--- config.mk ---
export PLATFORM = sky130hd
export DESIGN_NAME = stgt_ram
export DESIGN_NICKNAME = d
export VERILOG_FILES = /design/src/hdl/stgt_pkg.sv /design/src/hdl/stgt_ram.sv
export SDC_FILE = /design/constraint.sdc
export NUM_CORES = 2
export LEC_CHECK = 0
export BUFFER_PORTS_ARGS = -buffer_cell sky130_fd_sc_hd__buf_2
export CAP_MARGIN = 20
export CORE_ASPECT_RATIO = 1.75
export CORE_MARGIN = 1
export CORE_UTILIZATION = 58
export CTS_BUF_LIST = sky130_fd_sc_hd__clkbuf_8
export CTS_CLUSTER_DIAMETER = 50
export DETAILED_ROUTE_END_ITERATION = 7
export GPL_ROUTABILITY_DRIVEN = 1
export PLACE_DENSITY_LB_ADDON = 0.3
export SLEW_MARGIN = 25
export SYNTH_ARGS = -nofsm -noshare
export SYNTH_HDL_FRONTEND = slang
export SYNTH_SLANG_ARGS = --single-unit
--- constraint.sdc ---
create_clock -name clock -period 12.8 [get_ports clock]
set_input_delay 0.64 -clock clock [delete_from_list [all_inputs] [get_ports clock]]
set_output_delay 0.64 -clock clock [all_outputs]
set_load 0.02 [all_outputs]
--- src/hdl/stgt_pkg.sv ---
// Shared types, constants and serial-number helpers of the TSN gap tracker.
// No dependencies; the RAM, list engine, top level and testbench import it.
package stgt_pkg;

   localparam int MAX_BLOCKS = 32;
   localparam int CNT_W      = $clog2(MAX_BLOCKS + 1);
   localparam int IDX_W      = (MAX_BLOCKS > 1) ? $clog2(MAX_BLOCKS) : 1;

   localparam logic [CNT_W-1:0] CNT_ONE = CNT_W'(1);
   localparam logic [CNT_W-1:0] CNT_MAX = CNT_W'(MAX_BLOCKS);

   localparam logic [2:0] ACT_RECEIVE = 3'd0;
   localparam logic [2:0] ACT_REMOVE  = 3'd1;
   localparam logic [2:0] ACT_FORWARD = 3'd2;
   localparam logic [2:0] ACT_ADVANCE = 3'd3;
   localparam logic [2:0] ACT_RESET   = 3'd4;

   typedef struct packed {
      logic [31:0] start;
      logic [31:0] stop;
   } blk_type;

   typedef enum logic [1:0] {OP_UPDATE, OP_REMOVE, OP_FORWARD, OP_ADVANCE} op_type;

   typedef enum logic [1:0] {LST_COMB, LST_REV, LST_NONREV} lst_type;

   typedef struct packed {
      op_type           op;
      logic [31:0]      tsn;
      logic [31:0]      cum;
      logic [CNT_W-1:0] n;
   } eng_cmd_type;

   typedef struct packed {
      logic [31:0]      cum;
      logic [CNT_W-1:0] cnt;
      logic             above;
      logic             nc;
      logic             adv;
   } eng_res_type;

   typedef struct packed {
      logic [IDX_W-1:0] raddr;
      logic             we;
      logic [IDX_W-1:0] waddr;
      blk_type          wdata;
   } mem_req_type;

   typedef struct packed {
      logic             en;
      logic [IDX_W-1:0] addr;
      blk_type          data;
   } wr_type;

   typedef enum logic [3:0] {
      E_IDLE, E_SCAN_RD, E_SCAN_EV, E_TAIL, E_NEXT,
      E_UP_RD, E_UP_WR, E_WR_A, E_WR_B, E_DN_RD, E_DN_WR, E_DONE
   } eng_state_type;

   typedef enum logic [3:0] {
      C_IDLE, C_RX_A, C_RX_B, C_RX_C, C_FWD_R, C_FWD_N,
      C_RM_R, C_RM_N, C_RM_C, C_FC, C_ADV, C_OUT
   } ctl_state_type;

   function automatic logic sn_ge(input logic [31:0] a, input logic [31:0] b);
      logic [31:0] d;
      d = a - b;
      return ~d[31];
   endfunction

   function automatic logic sn_gt(input logic [31:0] a, input logic [31:0] b);
      logic [31:0] d;
      d = a - b;
      return (d != 32'd0) && ~d[31];
   endfunction

   function automatic logic sn_between(input logic [31:0] a, input logic [31:0] m,
                                       input logic [31:0] c);
      logic [31:0] dc;
      logic [31:0] dm;
      dc = c - a;
      dm = m - a;
      return dc >= dm;
   endfunction

endpackage

--- src/hdl/stgt_ram.sv ---
// One gap-block list store: one write port, one read port, registered read.
// Depends on stgt_pkg for the block type and depth.
module stgt_ram (
   input  logic                 clock,
   input  stgt_pkg::mem_req_type req,
   output stgt_pkg::blk_type     rdata
);
   import stgt_pkg::*;

   blk_type mem [MAX_BLOCKS];
   blk_type rdata_ff;

   always_ff @(posedge clock) begin
      if (req.we) begin
         mem[req.waddr] <= req.wdata;
      end
      rdata_ff <= mem[req.raddr];
   end

   assign rdata = rdata_ff;

endmodule

## Word-level counts from Yosys, hierarchy flattened

Memory sizes are Yosys's and may differ from the RTL's. A register that Yosys moved wholly into a read port is not among the register bits.
Index checks and enable logic that the tools add are counted.

- Memories: 1
- Word-level logic and storage cells: 3
- Memory bits (writable): 2,048
- ROM bits: 0
- Register bits after elaboration: 0
- Latch bits: 0
- Output and inout bits: 64

Memories:

| name | depth | width | rd ports | clocked after Yosys merged registers in | wr ports | RTL line | source |
|---|---|---|---|---|---|---|---|
| mem | 32 | 64 | 1 | 1 | 1 | stgt_ram.sv:10 | `blk_type mem [MAX_BLOCKS];` |

- Order comparisons: 0
- Mux-type cells: 2
- Shift operators: 0
- $mul: 0
- Equality and inequality tests: 0
- Bitwise gates (word level): 0
- Reduce and logical (&&, ||, !) cells: 0
- $add $sub $neg: 0
- Divide/modulo/power cells: 0

Operators with widths:

| kind | count |
|---|---|
| $mux W1 | 2 |

## Longest topological paths before layout

- Depth after elaboration: 2
- Gate-level depth with buffers: 9
- Gate-level depth less buffers: 4

## Worst setup path after synthesis

Ideal clock, no wire load.

- Kind: input-to-reg
- Start point: input port req[65] (netlist bit)
- End point: memory mem[12][0] (netlist bit), enable pin
- Setup time: 0.486 ns
- Data required time: 12.314 ns
- Stages on the path: 3
- Data arrival time: 3.976 ns
- Path slack: 8.338 ns
- Path buffers: 1
- Cells stage by stage: or3b_2 > clkbuf_1 > nor2_1

RTL lines:

| what | RTL line | source |
|---|---|---|
| start: declaration | stgt_ram.sv:5 | `input stgt_pkg::mem_req_type req,` |
| end: declaration | stgt_ram.sv:10 |  |

No word-level cell before the write port.

==> results.toml <==
[yosys]
netlist_area_um2 = 79000
syn_nets = 3173
yosysUniqueCellTypes = 31
synth_xor_area_share_pct = 0
ys_ff_latch = 2112
synthAdderAreaFrac_pct = 0
synth-async-reset-ratio_pct = 0
synth.area.mux_share_pct = 18.7
synth_top_family_by_area = "multiplexers"
synth-main-ff-cell = "edfxtp_1"
synthCells = 3097
synth_area_per_cell_um2 = 25.5
yosysSeqAreaShare_pct = 79.5
synth_compound_area_share_pct = 0.466
synth-simple-area-share_pct = 0.379
ys_warn_count = 0
synth_edf_count = 2048

[floorplan]
dieArea_um2 = 138000
die_h_um = 490
initial_utilization_pct = 58.6
die_w_um = 281
coreArea_um2 = 135000
boundaryPins = 140
rows = 178

[layout]
fillers = 8282
fin_area_um2 = 87800
final_util_pct = 65.1
area.growth.synth_to_final_pct = 11.2
drive_gt1_share_pct = 35.8
fin_nets = 3547
instances_no_fill = 5488

[clock_network]
cts_inserted_buffers = 299
post-cts-setup-buffer-count = 0
cts_tree = "built"
cts-hold-fix-buffers = 0
htreeDepth = 5
clk_root_buffer_cell = "clkbuf_8"
cts_resized = 0
clkTransAtPathRegs_ns = 0.07
cts.path.max_buffers = 4
clk-insertion-delay-late_ns = 0.97
clkSinkCount = 2112

[global_route]
grt-busiest-layer = "met2"
grt_pass1_wl_mm = 267
overflow = 0
antenna_found_initial = 19
grt_max_degree = 120
grt_use_met1_pct = 37.5
grt_pass1_vias = 38400
grt_usage_pct = 28.0
met2_usage_pct = 46.2
grt_use_met3_pct = 5.72

[routing]
drc = 0
ant_nets = 0
wire_per_inst_um = 34.2
dr.pass1.iters = 7
viasPerCell = 6.64
vias = 36500
routed_wl_mm = 188
drtIter0Drc = 4857

[timing]
setup_viol = 0
maxSlewViolCount = 0
rsz0062_at_grt = "no"
setup_ws_ns = 9.13
worst_slew_pin_slew_ns = 1.12
skew_ns = 0.0741
min_period_ns = 3.67
setup_tns_ns = 0
finalHoldViolations = 0
fin_crit_sh_pct = 28.6
finalHoldWorstSlack_ns = 0.113
fmax_ghz = 0.273
slew_headroom_pct = 25.5

[worst_setup_path]
startpoint = "req[70]"
worstPathArrival_ns = 4.52
timing.rr.end = "rdata[30]"
crit_fanout = 78
crit_path_end_kind = "flop"
startpoint_type = "input port"
cp.required_ns = 13.65
crit_type = "in2reg"
r2r_cells = 3
endpoint = "rdata[47]"
ff2ff_setup_slack_ns = 10.97
rr_startpoint = "mem[23][30]"

[pwr]
pwr-share-clk_pct = 37.0
switchingPower_mw = 2.85
cellPowerDensity_nw_per_um2 = 152
peakVddDrop_mv = 0.0895
p_total_mw = 13.3
pwr-share-seq_pct = 57.9
switching_share_pct = 21.3
combPwrFrac_pct = 5.0
p_leak_nw = 27.8
cell_internal_pwr_mw = 10.5

[place]
port_buffers = 139
dp_slack_ns = 7.86
gp_congestion = 0.751
dp_hpwl_mm = 90.3
place_inst = 4967
placed_cell_area_um2 = 82200

[flow_run]
max_cap_viol_count = 0

[worst_hold_path]
hp-class = "in2reg"

[status]
status = "completed"
-- placed cells by master (no fill, tap or decap), types with 32 or more instances in the layout --
cell	instances
buf_2	134
buf_4	82
clkbuf_8	329
dfxtp_1	64
edfxtp_1	2048
inv_1	103
mux2_2	74
mux2i_1	38
mux4_2	602
nor2_4	32
-- routing by layer --
layer | share of wire (%) | up-vias
met5 | 0.063 | -
met4 | 3.1 | 20
met3 | 10 | 425
li1 | - | 14200
met1 | 36 | 19500
met2 | 51 | 2244
-- layout make-up --
type	count	area [µm²]	area share [%]
sequential	2112	62800	71.5
multi-input combinational	828	15700	17.9
clock buffer	329	4530	5.16
tap	1800	2250	2.57
timing repair buffer	229	1540	1.75
clock inverter	184	987	1.12
antenna	5	12.5	0.0143
inverter	1	3.75	0.00428
-- sequential cells by signal (all words and copies together), names as in the netlist --
register and flops:
mem 2048, rdata 64
-- power groups by stage --
stage,Sequential (mW),Clock [mW],Combinational [mW]
final,7.73,4.94,0.671
after global routing,7.73,5.27,0.709
after detailed placement,7.88,0,0.673
after CTS,7.73,5.00,0.675
after global placement,7.87,0,0.648
after floorplan,7.89,0,0.386
-- worst min path at each step --
stage / cells after the start / end / start
after detailed placement: 3 / rdata[34] / mem[4][34]
after global placement: 3 / rdata[0] / mem[4][0]
after global routing: 1 / mem[30][45] / req[45]
after floorplan: 4 / rdata[25] / mem[20][25]
final: 1 / mem[13][35] / req[35]
after CTS: 1 / mem[31][35] / req[35]
-- critical path, stage by stage --
cell and delay [ns]:
buf_8 0.30, buf_16 0.40, buf_4 0.77, buf_12 0.37, buf_16 0.47, mux4_2 0.60
mux4_2 0.48, mux2_2 0.27
-- synth_stat cells, drive strengths merged (5+ instances only) --
cell type	n	share of area (%)
edfxtp	2048	78
mux4	602	17
buf	101	0.68
mux2	74	1.1
dfxtp	64	1.6
clkbuf	55	0.26
nor2	41	0.19
mux2i	38	0.48
a221oi	12	0.13
o22ai	10	0.079
o21ai	9	0.057
nand3b	5	0.048
-- kinds of logic (layout without fill, tap and decap cells) --
kind of cell    count (synthesis)  in the layout
flops                        2112           2112
mux                           714            714
buf+inv                       157            743
simple gates                   64             64
compound gates                 50             50
other cells                     0              5
Power figures use the tool's default switching activity.
