## config.mk

```make
export PLATFORM = sky130hd
export DESIGN_NAME = stgt_list_engine
export DESIGN_NICKNAME = d
export VERILOG_FILES = /design/src/hdl/stgt_pkg.sv /design/src/hdl/stgt_list_engine.sv
export SDC_FILE = /design/constraint.sdc
export NUM_CORES = 2
export LEC_CHECK = 0
export BUFFER_PORTS_ARGS = -buffer_cell sky130_fd_sc_hd__buf_4
export CORE_MARGIN = 5
export CORE_UTILIZATION = 30
export CTS_CLUSTER_SIZE = 8
export DETAILED_ROUTE_END_ITERATION = 12
export SLEW_MARGIN = 30
export SYNTH_ARGS = -nofsm -noshare
export SYNTH_HDL_FRONTEND = slang
export SYNTH_SLANG_ARGS = --single-unit
```

## constraint.sdc

```tcl
create_clock -name clock -period 24.8 [get_ports clock]
set_input_delay 2.48 -clock clock [delete_from_list [all_inputs] [get_ports clock]]
set_output_delay 2.48 -clock clock [all_outputs]
set_load 0.01 [all_outputs]
```

## src/hdl/stgt_pkg.sv

```systemverilog
// Shared types, constants and serial-number helpers of the TSN gap tracker.
// No dependencies; the RAM, list engine, top level and testbench import it.
package stgt_pkg;

   localparam int MAX_BLOCKS = 32;
   localparam int CNT_W      = $clog2(MAX_BLOCKS + 1);
   localparam int IDX_W      = (MAX_BLOCKS > 1) ? $clog2(MAX_BLOCKS) : 1;

   localparam logic [CNT_W-1:0] CNT_ONE = CNT_W'(1);
   localparam logic [CNT_W-1:0] CNT_MAX = CNT_W'(MAX_BLOCKS);

   localparam logic [2:0] ACT_RECEIVE = 3'd0;
   localparam logic [2:0] ACT_REMOVE  = 3'd1;
   localparam logic [2:0] ACT_FORWARD = 3'd2;
   localparam logic [2:0] ACT_ADVANCE = 3'd3;
   localparam logic [2:0] ACT_RESET   = 3'd4;

   typedef struct packed {
      logic [31:0] start;
      logic [31:0] stop;
   } blk_type;

   typedef enum logic [1:0] {OP_UPDATE, OP_REMOVE, OP_FORWARD, OP_ADVANCE} op_type;

   typedef enum logic [1:0] {LST_COMB, LST_REV, LST_NONREV} lst_type;

   typedef struct packed {
      op_type           op;
      logic [31:0]      tsn;
      logic [31:0]      cum;
      logic [CNT_W-1:0] n;
   } eng_cmd_type;

   typedef struct packed {
      logic [31:0]      cum;
      logic [CNT_W-1:0] cnt;
      logic             above;
      logic             nc;
      logic             adv;
   } eng_res_type;

   typedef struct packed {
      logic [IDX_W-1:0] raddr;
      logic             we;
      logic [IDX_W-1:0] waddr;
      blk_type          wdata;
   } mem_req_type;

   typedef struct packed {
      logic             en;
      logic [IDX_W-1:0] addr;
      blk_type          data;
   } wr_type;

   typedef enum logic [3:0] {
      E_IDLE, E_SCAN_RD, E_SCAN_EV, E_TAIL, E_NEXT,
      E_UP_RD, E_UP_WR, E_WR_A, E_WR_B, E_DN_RD, E_DN_WR, E_DONE
   } eng_state_type;

   typedef enum logic [3:0] {
      C_IDLE, C_RX_A, C_RX_B, C_RX_C, C_FWD_R, C_FWD_N,
      C_RM_R, C_RM_N, C_RM_C, C_FC, C_ADV, C_OUT
   } ctl_state_type;

   function automatic logic sn_ge(input logic [31:0] a, input logic [31:0] b);
      logic [31:0] d;
      d = a - b;
      return ~d[31];
   endfunction

   function automatic logic sn_gt(input logic [31:0] a, input logic [31:0] b);
      logic [31:0] d;
      d = a - b;
      return (d != 32'd0) && ~d[31];
   endfunction

   function automatic logic sn_between(input logic [31:0] a, input logic [31:0] m,
                                       input logic [31:0] c);
      logic [31:0] dc;
      logic [31:0] dm;
      dc = c - a;
      dm = m - a;
      return dc >= dm;
   endfunction

endpackage

```

## src/hdl/stgt_list_engine.sv

```systemverilog
// List engine: runs one update, remove, forward or advance on one block list,
// scanning entries through the RAM port and shifting them one per step.
// Depends on stgt_pkg.
module stgt_list_engine (
   input  logic                  clock,
   input  logic                  reset,
   input  logic                  start,
   input  stgt_pkg::eng_cmd_type cmd,
   output stgt_pkg::eng_res_type res,
   output logic                  done,
   output stgt_pkg::mem_req_type mem_req,
   input  stgt_pkg::blk_type     rd_data
);
   import stgt_pkg::*;

   eng_state_type    state_ff, state_in;
   op_type           op_ff, op_in;
   logic [31:0]      t_ff, t_in;
   logic [31:0]      cum_ff, cum_in;
   logic [31:0]      lo_ff, lo_in;
   logic [CNT_W-1:0] n_ff, n_in;
   logic [CNT_W-1:0] cnt_ff, cnt_in;
   logic [CNT_W-1:0] i_ff, i_in;
   logic [CNT_W-1:0] j_ff, j_in;
   logic [CNT_W-1:0] up_at_ff, up_at_in;
   logic [CNT_W-1:0] dn_d_ff, dn_d_in;
   logic [CNT_W-1:0] dn_lim_ff, dn_lim_in;
   logic             up_ff, up_in;
   logic             dn_ff, dn_in;
   wr_type           wa_ff, wa_in;
   wr_type           wb_ff, wb_in;
   blk_type          prev_ff, prev_in;
   logic             above_ff, above_in;
   logic             nc_ff, nc_in;
   logic             adv_ff, adv_in;

   logic [31:0]      scan_s, scan_e, upd_hi, upd_size, rem_size;
   logic [CNT_W-1:0] n_sat, jm1, jpd, im1, k_fin;
   logic             last, upd_hit, rem_hit, fwd_cond, scan_more, scan_tail;

   function automatic logic [IDX_W-1:0] i_in_next(input logic [CNT_W-1:0] v);
      logic [CNT_W-1:0] w;
      w = v + CNT_ONE;
      return w[IDX_W-1:0];
   endfunction

   function automatic logic [IDX_W-1:0] im1_n(input logic [CNT_W-1:0] v);
      logic [CNT_W-1:0] w;
      w = v - CNT_ONE;
      return w[IDX_W-1:0];
   endfunction

   // scan decode
   always_comb begin
      scan_s    = rd_data.start;
      scan_e    = rd_data.stop;
      upd_hi    = scan_s - 32'd1;
      upd_size  = upd_hi - lo_ff + 32'd1;
      rem_size  = scan_e - scan_s + 32'd1;
      n_sat     = (n_ff == CNT_MAX) ? n_ff : n_ff + CNT_ONE;
      jm1       = j_ff - CNT_ONE;
      jpd       = j_ff + dn_d_ff;
      im1       = i_ff - CNT_ONE;
      last      = (i_ff + CNT_ONE) == n_ff;
      upd_hit   = sn_between(lo_ff, t_ff, upd_hi);
      rem_hit   = sn_between(scan_s, t_ff, scan_e);
      fwd_cond  = (op_ff == OP_FORWARD) ? sn_ge(cum_ff, scan_s)
                                        : ((cum_ff + 32'd1) == scan_s);
      k_fin     = fwd_cond ? i_ff + CNT_ONE : i_ff;
      scan_more = 1'b0;
      scan_tail = 1'b0;
      case (op_ff)
         OP_UPDATE: begin
            scan_more = !upd_hit && !last;
            scan_tail = !upd_hit && last;
         end
         OP_REMOVE: scan_more = !rem_hit && (i_ff != '0);
         default:   scan_more = fwd_cond && !last;
      endcase
   end

   // next state
   always_comb begin
      state_in = state_ff;
      unique case (state_ff)
         E_IDLE: begin
            if (start) begin
               if (cmd.op == OP_UPDATE && sn_ge(cmd.cum, cmd.tsn)) begin
                  state_in = E_NEXT;
               end else if (cmd.n == '0) begin
                  state_in = (cmd.op == OP_UPDATE) ? E_TAIL : E_NEXT;
               end else begin
                  state_in = E_SCAN_RD;
               end
            end
         end
         E_SCAN_RD: state_in = E_SCAN_EV;
         E_SCAN_EV: begin
            if (scan_more)      state_in = E_SCAN_RD;
            else if (scan_tail) state_in = E_TAIL;
            else                state_in = E_NEXT;
         end
         E_TAIL: state_in = E_NEXT;
         E_NEXT: begin
            if (up_ff) begin
               if (j_ff > up_at_ff) state_in = E_UP_RD;
            end else if (wa_ff.en) begin
               state_in = E_WR_A;
            end else if (wb_ff.en) begin
               state_in = E_WR_B;
            end else if (dn_ff) begin
               if (j_ff < dn_lim_ff) state_in = E_DN_RD;
            end else begin
               state_in = E_DONE;
            end
         end
         E_UP_RD: state_in = E_UP_WR;
         E_UP_WR: state_in = E_NEXT;
         E_WR_A:  state_in = E_NEXT;
         E_WR_B:  state_in = E_NEXT;
         E_DN_RD: state_in = E_DN_WR;
         E_DN_WR: state_in = E_NEXT;
         E_DONE:  state_in = E_IDLE;
         default: state_in = E_IDLE;
      endcase
   end

   // datapath and memory port
   always_comb begin
      op_in = op_ff; t_in = t_ff; cum_in = cum_ff; lo_in = lo_ff; n_in = n_ff;
      cnt_in = cnt_ff; i_in = i_ff; j_in = j_ff; up_at_in = up_at_ff;
      dn_d_in = dn_d_ff; dn_lim_in = dn_lim_ff; up_in = up_ff; dn_in = dn_ff;
      wa_in = wa_ff; wb_in = wb_ff; prev_in = prev_ff;
      above_in = above_ff; nc_in = nc_ff; adv_in = adv_ff;
      mem_req = '0;
      unique case (state_ff)
         E_IDLE: begin
            if (start) begin
               op_in    = cmd.op;
               t_in     = cmd.tsn;
               cum_in   = cmd.cum;
               n_in     = cmd.n;
               cnt_in   = cmd.n;
               lo_in    = cmd.cum + 32'd1;
               i_in     = (cmd.op == OP_REMOVE) ? cmd.n - CNT_ONE : '0;
               up_in    = 1'b0;
               dn_in    = 1'b0;
               wa_in    = '0;
               wb_in    = '0;
               prev_in  = '0;
               above_in = (cmd.op == OP_UPDATE) && !sn_ge(cmd.cum, cmd.tsn);
               nc_in    = 1'b0;
               adv_in   = 1'b0;
            end
         end
         E_SCAN_RD: mem_req.raddr = i_ff[IDX_W-1:0];
         E_SCAN_EV: begin
            case (op_ff)
               OP_UPDATE: begin
                  if (upd_hit) begin
                     nc_in = 1'b1;
                     if (upd_size >= 32'd2) begin
                        if (t_ff == upd_hi) begin
                           wa_in = {1'b1, i_ff[IDX_W-1:0], t_ff, scan_e};
                        end else if (t_ff == lo_ff) begin
                           if (t_ff == cum_ff + 32'd1) begin
                              cum_in = cum_ff + 32'd1;
                           end else if (i_ff != '0) begin
                              wa_in = {1'b1, im1[IDX_W-1:0], prev_ff.start, t_ff};
                           end
                        end else begin
                           // open a slot and place a single-TSN block
                           up_in    = 1'b1;
                           up_at_in = i_ff;
                           j_in     = n_sat - CNT_ONE;
                           cnt_in   = n_sat;
                           wa_in    = {1'b1, i_ff[IDX_W-1:0], t_ff, t_ff};
                        end
                     end else begin
                        // gap closed: merge into predecessor or cum ack
                        if (lo_ff == cum_ff + 32'd1) begin
                           cum_in = scan_e;
                        end else if (i_ff != '0) begin
                           wa_in = {1'b1, im1[IDX_W-1:0], prev_ff.start, scan_e};
                        end
                        dn_in     = 1'b1;
                        dn_d_in   = CNT_ONE;
                        j_in      = i_ff;
                        dn_lim_in = n_ff - CNT_ONE;
                        cnt_in    = n_ff - CNT_ONE;
                     end
                  end else begin
                     lo_in   = scan_e + 32'd1;
                     prev_in = rd_data;
                     i_in    = i_ff + CNT_ONE;
                  end
               end
               OP_REMOVE: begin
                  if (rem_hit) begin
                     if (rem_size >= 32'd2 && rem_size <= 32'h7FFF_FFFF) begin
                        if (scan_e == t_ff) begin
                           wa_in = {1'b1, i_ff[IDX_W-1:0], scan_s, scan_e - 32'd1};
                        end else if (scan_s == t_ff) begin
                           wa_in = {1'b1, i_ff[IDX_W-1:0], scan_s + 32'd1, scan_e};
                        end else begin
                           // split the block
                           up_in    = 1'b1;
                           up_at_in = i_ff;
                           j_in     = n_sat - CNT_ONE;
                           cnt_in   = n_sat;
                           wa_in    = {1'b1, i_ff[IDX_W-1:0], scan_s, t_ff - 32'd1};
                           if ((i_ff + CNT_ONE) < n_sat) begin
                              wb_in = {1'b1, i_in_next(i_ff), t_ff + 32'd1, scan_e};
                           end
                        end
                     end else begin
                        dn_in     = 1'b1;
                        dn_d_in   = CNT_ONE;
                        j_in      = i_ff;
                        dn_lim_in = n_ff - CNT_ONE;
                        cnt_in    = n_ff - CNT_ONE;
                     end
                  end else if (i_ff != '0) begin
                     i_in = i_ff - CNT_ONE;
                  end
               end
               default: begin
                  if (fwd_cond && op_ff == OP_ADVANCE) begin
                     cum_in = scan_e;
                     adv_in = 1'b1;
                  end
                  if (scan_more) begin
                     i_in = i_ff + CNT_ONE;
                  end else if (k_fin != '0) begin
                     // drop the leading k_fin blocks
                     dn_in     = 1'b1;
                     dn_d_in   = k_fin;
                     j_in      = '0;
                     dn_lim_in = n_ff - k_fin;
                     cnt_in    = n_ff - k_fin;
                  end
               end
            endcase
         end
         E_TAIL: begin
            if (t_ff == lo_ff) begin
               nc_in = 1'b1;
               if (t_ff == cum_ff + 32'd1) begin
                  cum_in = t_ff;
               end else if (n_ff != '0) begin
                  wa_in = {1'b1, im1_n(n_ff), prev_ff.start, prev_ff.stop + 32'd1};
               end
            end else if (n_ff == '0 || sn_gt(t_ff, prev_ff.stop + 32'd1)) begin
               if (n_ff < CNT_MAX) begin
                  wa_in  = {1'b1, n_ff[IDX_W-1:0], t_ff, t_ff};
                  cnt_in = n_ff + CNT_ONE;
                  nc_in  = 1'b1;
               end
            end
         end
         E_NEXT: begin
            if (up_ff) begin
               if (!(j_ff > up_at_ff)) up_in = 1'b0;
            end else if (!wa_ff.en && !wb_ff.en && dn_ff) begin
               if (!(j_ff < dn_lim_ff)) dn_in = 1'b0;
            end
         end
         E_UP_RD: mem_req.raddr = jm1[IDX_W-1:0];
         E_UP_WR: begin
            mem_req.we    = 1'b1;
            mem_req.waddr = j_ff[IDX_W-1:0];
            mem_req.wdata = rd_data;
            j_in          = jm1;
         end
         E_WR_A: begin
            mem_req.we    = 1'b1;
            mem_req.waddr = wa_ff.addr;
            mem_req.wdata = wa_ff.data;
            wa_in.en      = 1'b0;
         end
         E_WR_B: begin
            mem_req.we    = 1'b1;
            mem_req.waddr = wb_ff.addr;
            mem_req.wdata = wb_ff.data;
            wb_in.en      = 1'b0;
         end
         E_DN_RD: mem_req.raddr = jpd[IDX_W-1:0];
         E_DN_WR: begin
            mem_req.we    = 1'b1;
            mem_req.waddr = j_ff[IDX_W-1:0];
            mem_req.wdata = rd_data;
            j_in          = j_ff + CNT_ONE;
         end
         E_DONE: ;
         default: ;
      endcase
   end

   always_ff @(posedge clock) begin
      if (reset) begin
         state_ff <= E_IDLE;
      end else begin
         state_ff <= state_in;
      end
      op_ff <= op_in; t_ff <= t_in; cum_ff <= cum_in; lo_ff <= lo_in; n_ff <= n_in;
      cnt_ff <= cnt_in; i_ff <= i_in; j_ff <= j_in; up_at_ff <= up_at_in;
      dn_d_ff <= dn_d_in; dn_lim_ff <= dn_lim_in; up_ff <= up_in; dn_ff <= dn_in;
      wa_ff <= wa_in; wb_ff <= wb_in; prev_ff <= prev_in;
      above_ff <= above_in; nc_ff <= nc_in; adv_ff <= adv_in;
   end

   assign done = (state_ff == E_DONE);
   assign res  = '{cum: cum_ff, cnt: cnt_ff, above: above_ff, nc: nc_ff, adv: adv_ff};

endmodule

```

======== Word-level counts from Yosys, hierarchy flattened ========
Cells that the tools add are included.
operators by class
  add/sub/neg operators ................... 28
  order comparisons ....................... 9
  equality and inequality tests ........... 91
  bitwise gates (word level) .............. 3
  reductions and logical operators ........ 54
  mux-type cells .......................... 159
operators with widths
  kind                                                                                 number
  70-bit two-way mux                                                                   22
  32-bit two-way mux                                                                   13
  64-bit two-way mux                                                                   5
  6-bit two-way mux                                                                    44
  32-bit by 1-bit adder with 32-bit output (second input constant)                     8
  32-bit == test                                                                       7
  32-bit subtractor                                                                    7
  70-bit case mux with 3 select lines                                                  1
  69-bit case mux with 3 select lines                                                  1
  70-bit case mux with 2 select lines                                                  1
  69-bit case mux with 2 select lines                                                  1
  32-bit case mux with 2 select lines                                                  2
  64-bit case mux with 2 select lines                                                  1
  32-bit case mux with 3 select lines                                                  1
  32-bit by 1-bit subtractor with 32-bit output (second input constant)                3
  6-bit case mux with 2 select lines                                                   6
  32-bit by 2-bit >= comparator with 1-bit output (second input constant)              2
  32-bit >= comparator                                                                 2
  2-bit inequality test (second input constant)                                        29
  3-bit inequality test (second input constant)                                        18
  4-bit inequality test (second input constant)                                        9
  6-bit case mux with 3 select lines                                                   2
  11-bit AND reduction                                                                 3
  32-bit by 31-bit less-or-equal comparator with 1-bit output (second input constant)  1
  55 further kinds                                                                     155
word-level totals
  input port bits ......................... 139
  output and inout port bits .............. 117
  flip-flop bits (word level) ............. 352
  logic and storage cells ................. 371

======== Logic depth before layout (Yosys ltp) ========
  depth after elaboration ................. 10
  mapped depth ............................ 33

======== Worst setup path before layout ========
No wires, ideal clock.
  kind .................................... input port to flip-flop
  start point ............................. input port rd_data[45] (netlist name)
  end point ............................... register wa_ff[0] (netlist name), enable pin
  arrival ................................. 12.880 ns
  setup slack ............................. 11.339 ns
  path buffers ............................ 2
  stages on the path ...................... 21
  path through ............................ clkbuf_1 -> or4_1 -> or3_1 -> or4_1 -> clkbuf_1 -> nor2_1 -> xnor2_1 -> ha_1 -> and3_1 -> a31oi_1 -> o21ai_0 -> o311ai_1 -> nor4b_1 -> or3b_2 -> or2_1 -> o41ai_2 -> nor2_1 -> nor4_2 -> mux2i_1 -> a32o_1 -> nor3_1
on the way
  word-level cells in the longest chain between the ends .. 6
  elaborated cells on any way between the ends .. 21
  classes of those cells .................. add/sub (6); order compare (5); eq/ne (8); reduce/logical (2)
ends and longest elaborated chain
  element                                                                                      line                                                            RTL
  from (decl)                                                                                  stgt_list_engine.sv:12                                          input stgt_pkg::blk_type rd_data
  32-bit by 1-bit subtractor with 32-bit output / 32-bit subtractor (equally long branches)    stgt_list_engine.sv:57, stgt_pkg.sv:81, stgt_list_engine.sv:59
  32-bit subtractor / 32-bit by 1-bit adder with 32-bit output (equally long branches)         stgt_pkg.sv:81, stgt_list_engine.sv:58, stgt_list_engine.sv:59
  32-bit by 1-bit adder with 32-bit output, or another cell as far along                       stgt_list_engine.sv:58                                          upd_size = upd_hi - lo_ff + 32'd1;
  32-bit by 2-bit >= comparator with 1-bit output / 1-bit logical AND (equally long branches)  stgt_list_engine.sv:162, stgt_list_engine.sv:200
  6-bit inequality test (no source line), or another cell as far along                         n/a
  14-bit AND reduction (no source line) *                                                      n/a
  to (signal assigned)                                                                         stgt_list_engine.sv:308                                         wa_ff <= wa_in; wb_ff <= wb_in; prev_ff <= prev_in;
  to (decl)                                                                                    stgt_list_engine.sv:30                                          wr_type wa_ff, wa_in;
Mark *: on every way between the ends. The rest lies on a longest branch, timed or not.
A chain may end at the register's enable or synchronous reset.

======== Worst setup path after layout ========
  start point ............................. input port rd_data[33] (netlist name)
  end point ............................... register wa_ff[1] (netlist name), enable pin
The elaborated chain is that of the path after synthesis.

==> results.txt <==
FF-to-FF End -> wa_ff[1]
Ys Warns -> 0
flops & latches, synth -> 352
Mapped Avg Cell Area -> 8.23 µm²
hold_buf cts -> 0
Layout Skew -> 0.0391 ns
Reg2Reg Depth -> 32
clock buffer depth -> 3
commonest cells after routing, fill and taps aside -> nor2_1 (393), edfxtp_1 (348), buf_4 (342)
routed vias/inst -> 6.04
post-synthesis cell type count -> 94
number of flops mapped to enable cells by yosys -> 348
Starting Density -> 30.3%
type of the worst setup path -> input port to register
Worst Max-Slew Pin Slew -> 1.10 ns
Setup violations, final -> 0
Async S/R FF share, synth -> 0%
FMAX -> 92.8 MHz
DR iter-0 viols -> 5,865
Core Rows -> 132
power per cell area -> 115 nW/µm²
first-pass GRT wire length -> 262 mm
Final Hold Viols -> 0
PortBufs -> 255
post-CTS resize count -> 0
max incr delay on CP -> 0.78 ns
worst-skew pair later-pin latency -> 0.64 ns
grt total ovfl -> 0
post-layout minimum cycle time -> 10.78 ns
Pre-Repair DR Iteration Count -> 7
# IOs -> 256
Placer Congestion -> 0.998
vias -> 40,308
Hold Path Class -> register to register
crit end category -> register
VDD IR-drop max -> 0.0716 mV
period utilisation layout -> 43.5%
die height -> 372 µm
number of clock sinks -> 352
Worst Min Path Start -> prev_ff[60]
routed length per placed instance -> 27.9 µm
clk slew on worst S/H paths -> 0.06 ns
Routed Antenna Nets -> 0
Clock H-tree levels -> 2
Crit path required time -> 25.04 ns
hold path endpoint -> wa_ff[60]
worst endpoint data arrival time -> 11.02 ns
Die ar. -> 139,000 µm²
Main synth FF type -> edfxtp_1
cell area after layout -> 44,600 µm²
All-Layer GR Usage -> 25.6%
Synthesized Nets -> 5,252
WL final -> 186 mm
Tot Pwr -> 5150 µW
CP startpoint kind -> input port
core area -> 130,000 µm²
largest net degree at the start of global routing -> 72
Critical Path Slowest Stage Cell -> buf_4
CTS tree -> yes
Hold Path Cell Cnt -> 2
Post-DP HPWL -> 145 mm
vias in the first global route -> 37,591
CP max FO -> 51
# nets final -> 5,367
number of buffers created by CTS -> 50
sequential fraction of the synthesis area -> 26.8%
RSZ-0062 raised after global routing -> no
FILL cells -> 13,604
worst reg2reg path startpoint -> t_ff[0]
dpl cell area -> 43,100 µm²
Total Negative Setup Slacks -> 0 ns
Crit path max-delay family -> simple AND/OR/NAND/NOR gates
CTS Root Cell -> clkbuf_16
most common cell after layout, fill and taps aside -> nor2_1
Buf+Inv Stages, Crit Path -> 5
postcts setup bufs -> 0
share of post-route cells with drive strength above 1 -> 10.0%
Max Slew Vio Count -> 0
cell area after synthesis -> 39,400 µm²
Layout area overhead -> 13.3%
worst reg-to-reg setup slack -> 15.12 ns
status -> finished clean
Slew headroom -> 26.5%
Residual DRC -> 0
leakage power -> 0.0177 µW
MaxCap Viol Count -> 0
Die X -> 372 µm
initial antenna violation count -> 27
Synth Instances -> 4,780
## worst max path at each step
stage | start | endpoint | slack (ns) | cells past startpoint
final | rd_data[33] | wa_ff[1] | 14.02 | 28
after global placement | rd_data[37] | wa_ff[34] | 13.23 | 22
after global routing | rd_data[33] | wa_ff[1] | 13.56 | 28
after CTS | rd_data[37] | wa_ff[34] | 13.79 | 22
after floorplan | rd_data[45] | wa_ff[0] | 11.34 | 21
after detailed placement | rd_data[37] | wa_ff[34] | 13.15 | 22
## Yosys cell counts (all sizes together) (32+ instances only)
| cell type | count | area share (%) |
|---|---|---|
| nor4 | 71 | 1.1 |
| clkbuf | 246 | 2.3 |
| a21o | 114 | 2.2 |
| xnor2 | 282 | 6.3 |
| o21ai | 259 | 3.3 |
| o21a | 38 | 0.72 |
| o211ai | 50 | 0.95 |
| nor3 | 139 | 1.8 |
| nor2 | 399 | 3.8 |
| nand4 | 108 | 1.7 |
| o221ai | 32 | 0.71 |
| or3 | 49 | 0.78 |
| a31oi | 36 | 0.57 |
| inv | 303 | 2.9 |
| a222oi | 74 | 1.9 |
| xor2 | 228 | 5.1 |
| nand2b | 49 | 0.78 |
| buf | 40 | 0.59 |
| nand3 | 188 | 2.4 |
| nor2b | 45 | 0.73 |
| a21oi | 337 | 4.3 |
| a22oi | 39 | 0.74 |
| ha | 326 | 10 |
| edfxtp | 348 | 27 |
| mux2i | 97 | 2.5 |
| nand2 | 334 | 3.2 |
| and3 | 89 | 1.4 |
## logic make-up after synthesis
group           Yosys count  share of synthesized area (%)
simple gates           1614                           20.5
compound gates         1248                           21.1
buf+inv                 600                           5.93
xor+xnor                524                           12.2
flops                   352                           26.8
fa+ha+maj               333                           10.7
mux                     109                           2.82
## where the power goes
group / internal, µW / switching, µW / leakage [µW]
combinational: 1160 / 2110 / 0.0136
clock: 372 / 280 / 0.000668
sequential: 1010 / 213 / 0.00345
## worst register-to-register path: cells and delay by family (launching register included)
kind	cells	cell delay, ns
AO/OA/AOI/OAI	15	4.21
buffers and inverters	5	1.88
AND/OR/NAND/NOR	8	1.60
adder cells (fa/ha/maj)	3	1.01
flip-flops	1	0.35
XOR/XNOR	1	0.17
## flip-flops by register name, summed over array words and instances (netlist names)
name / flops
wa_ff: 70
lo_ff: 32
n_ff: 6
dn_lim_ff: 6
j_ff: 6
dn_ff: 1
prev_ff: 64
cum_ff: 32
nc_ff: 1
up_ff: 1
t_ff: 32
above_ff: 1
wb_ff: 70
cnt_ff: 6
state_ff: 4
adv_ff: 1
dn_d_ff: 5
op_ff: 2
i_ff: 6
up_at_ff: 6
## area by class of cell
class                           count  area [µm²]  area share (%)
Clock buffer                       67        1350            3.02
Sequential cell                   352       10500            23.6
Tap cell                         1742        2180            4.89
Multi-Input combinational cell   3828       26700            59.8
Antenna cell                       21        52.6           0.118
Inverter                          314        1180            2.64
Timing Repair Buffer              349        2600            5.84
Clock inverter                      2        28.8          0.0645
## per-stage QoR
stage / util (%) / hold slack [ns] / cells / worst slack (ns)
after CTS: 34.2 / 0.627 / 6651 / 13.79
after floorplan: - / 0.424 / 4780 / 11.34
after global placement: 33.1 / 0.614 / 6578 / 13.23
final: 34.3 / 0.638 / 6675 / 14.02
after detailed placement: 33.2 / 0.635 / 6582 / 13.15
after global routing: 34.3 / 0.668 / 6665 / 13.56
## layer usage
layer	track usage [%]	wire (µm)
met5	0	80
met4	11.8	9880
met2	39.1	79600
met1	34.4	76200
met3	5.68	20500
Power figures use the tool's default switching activity.
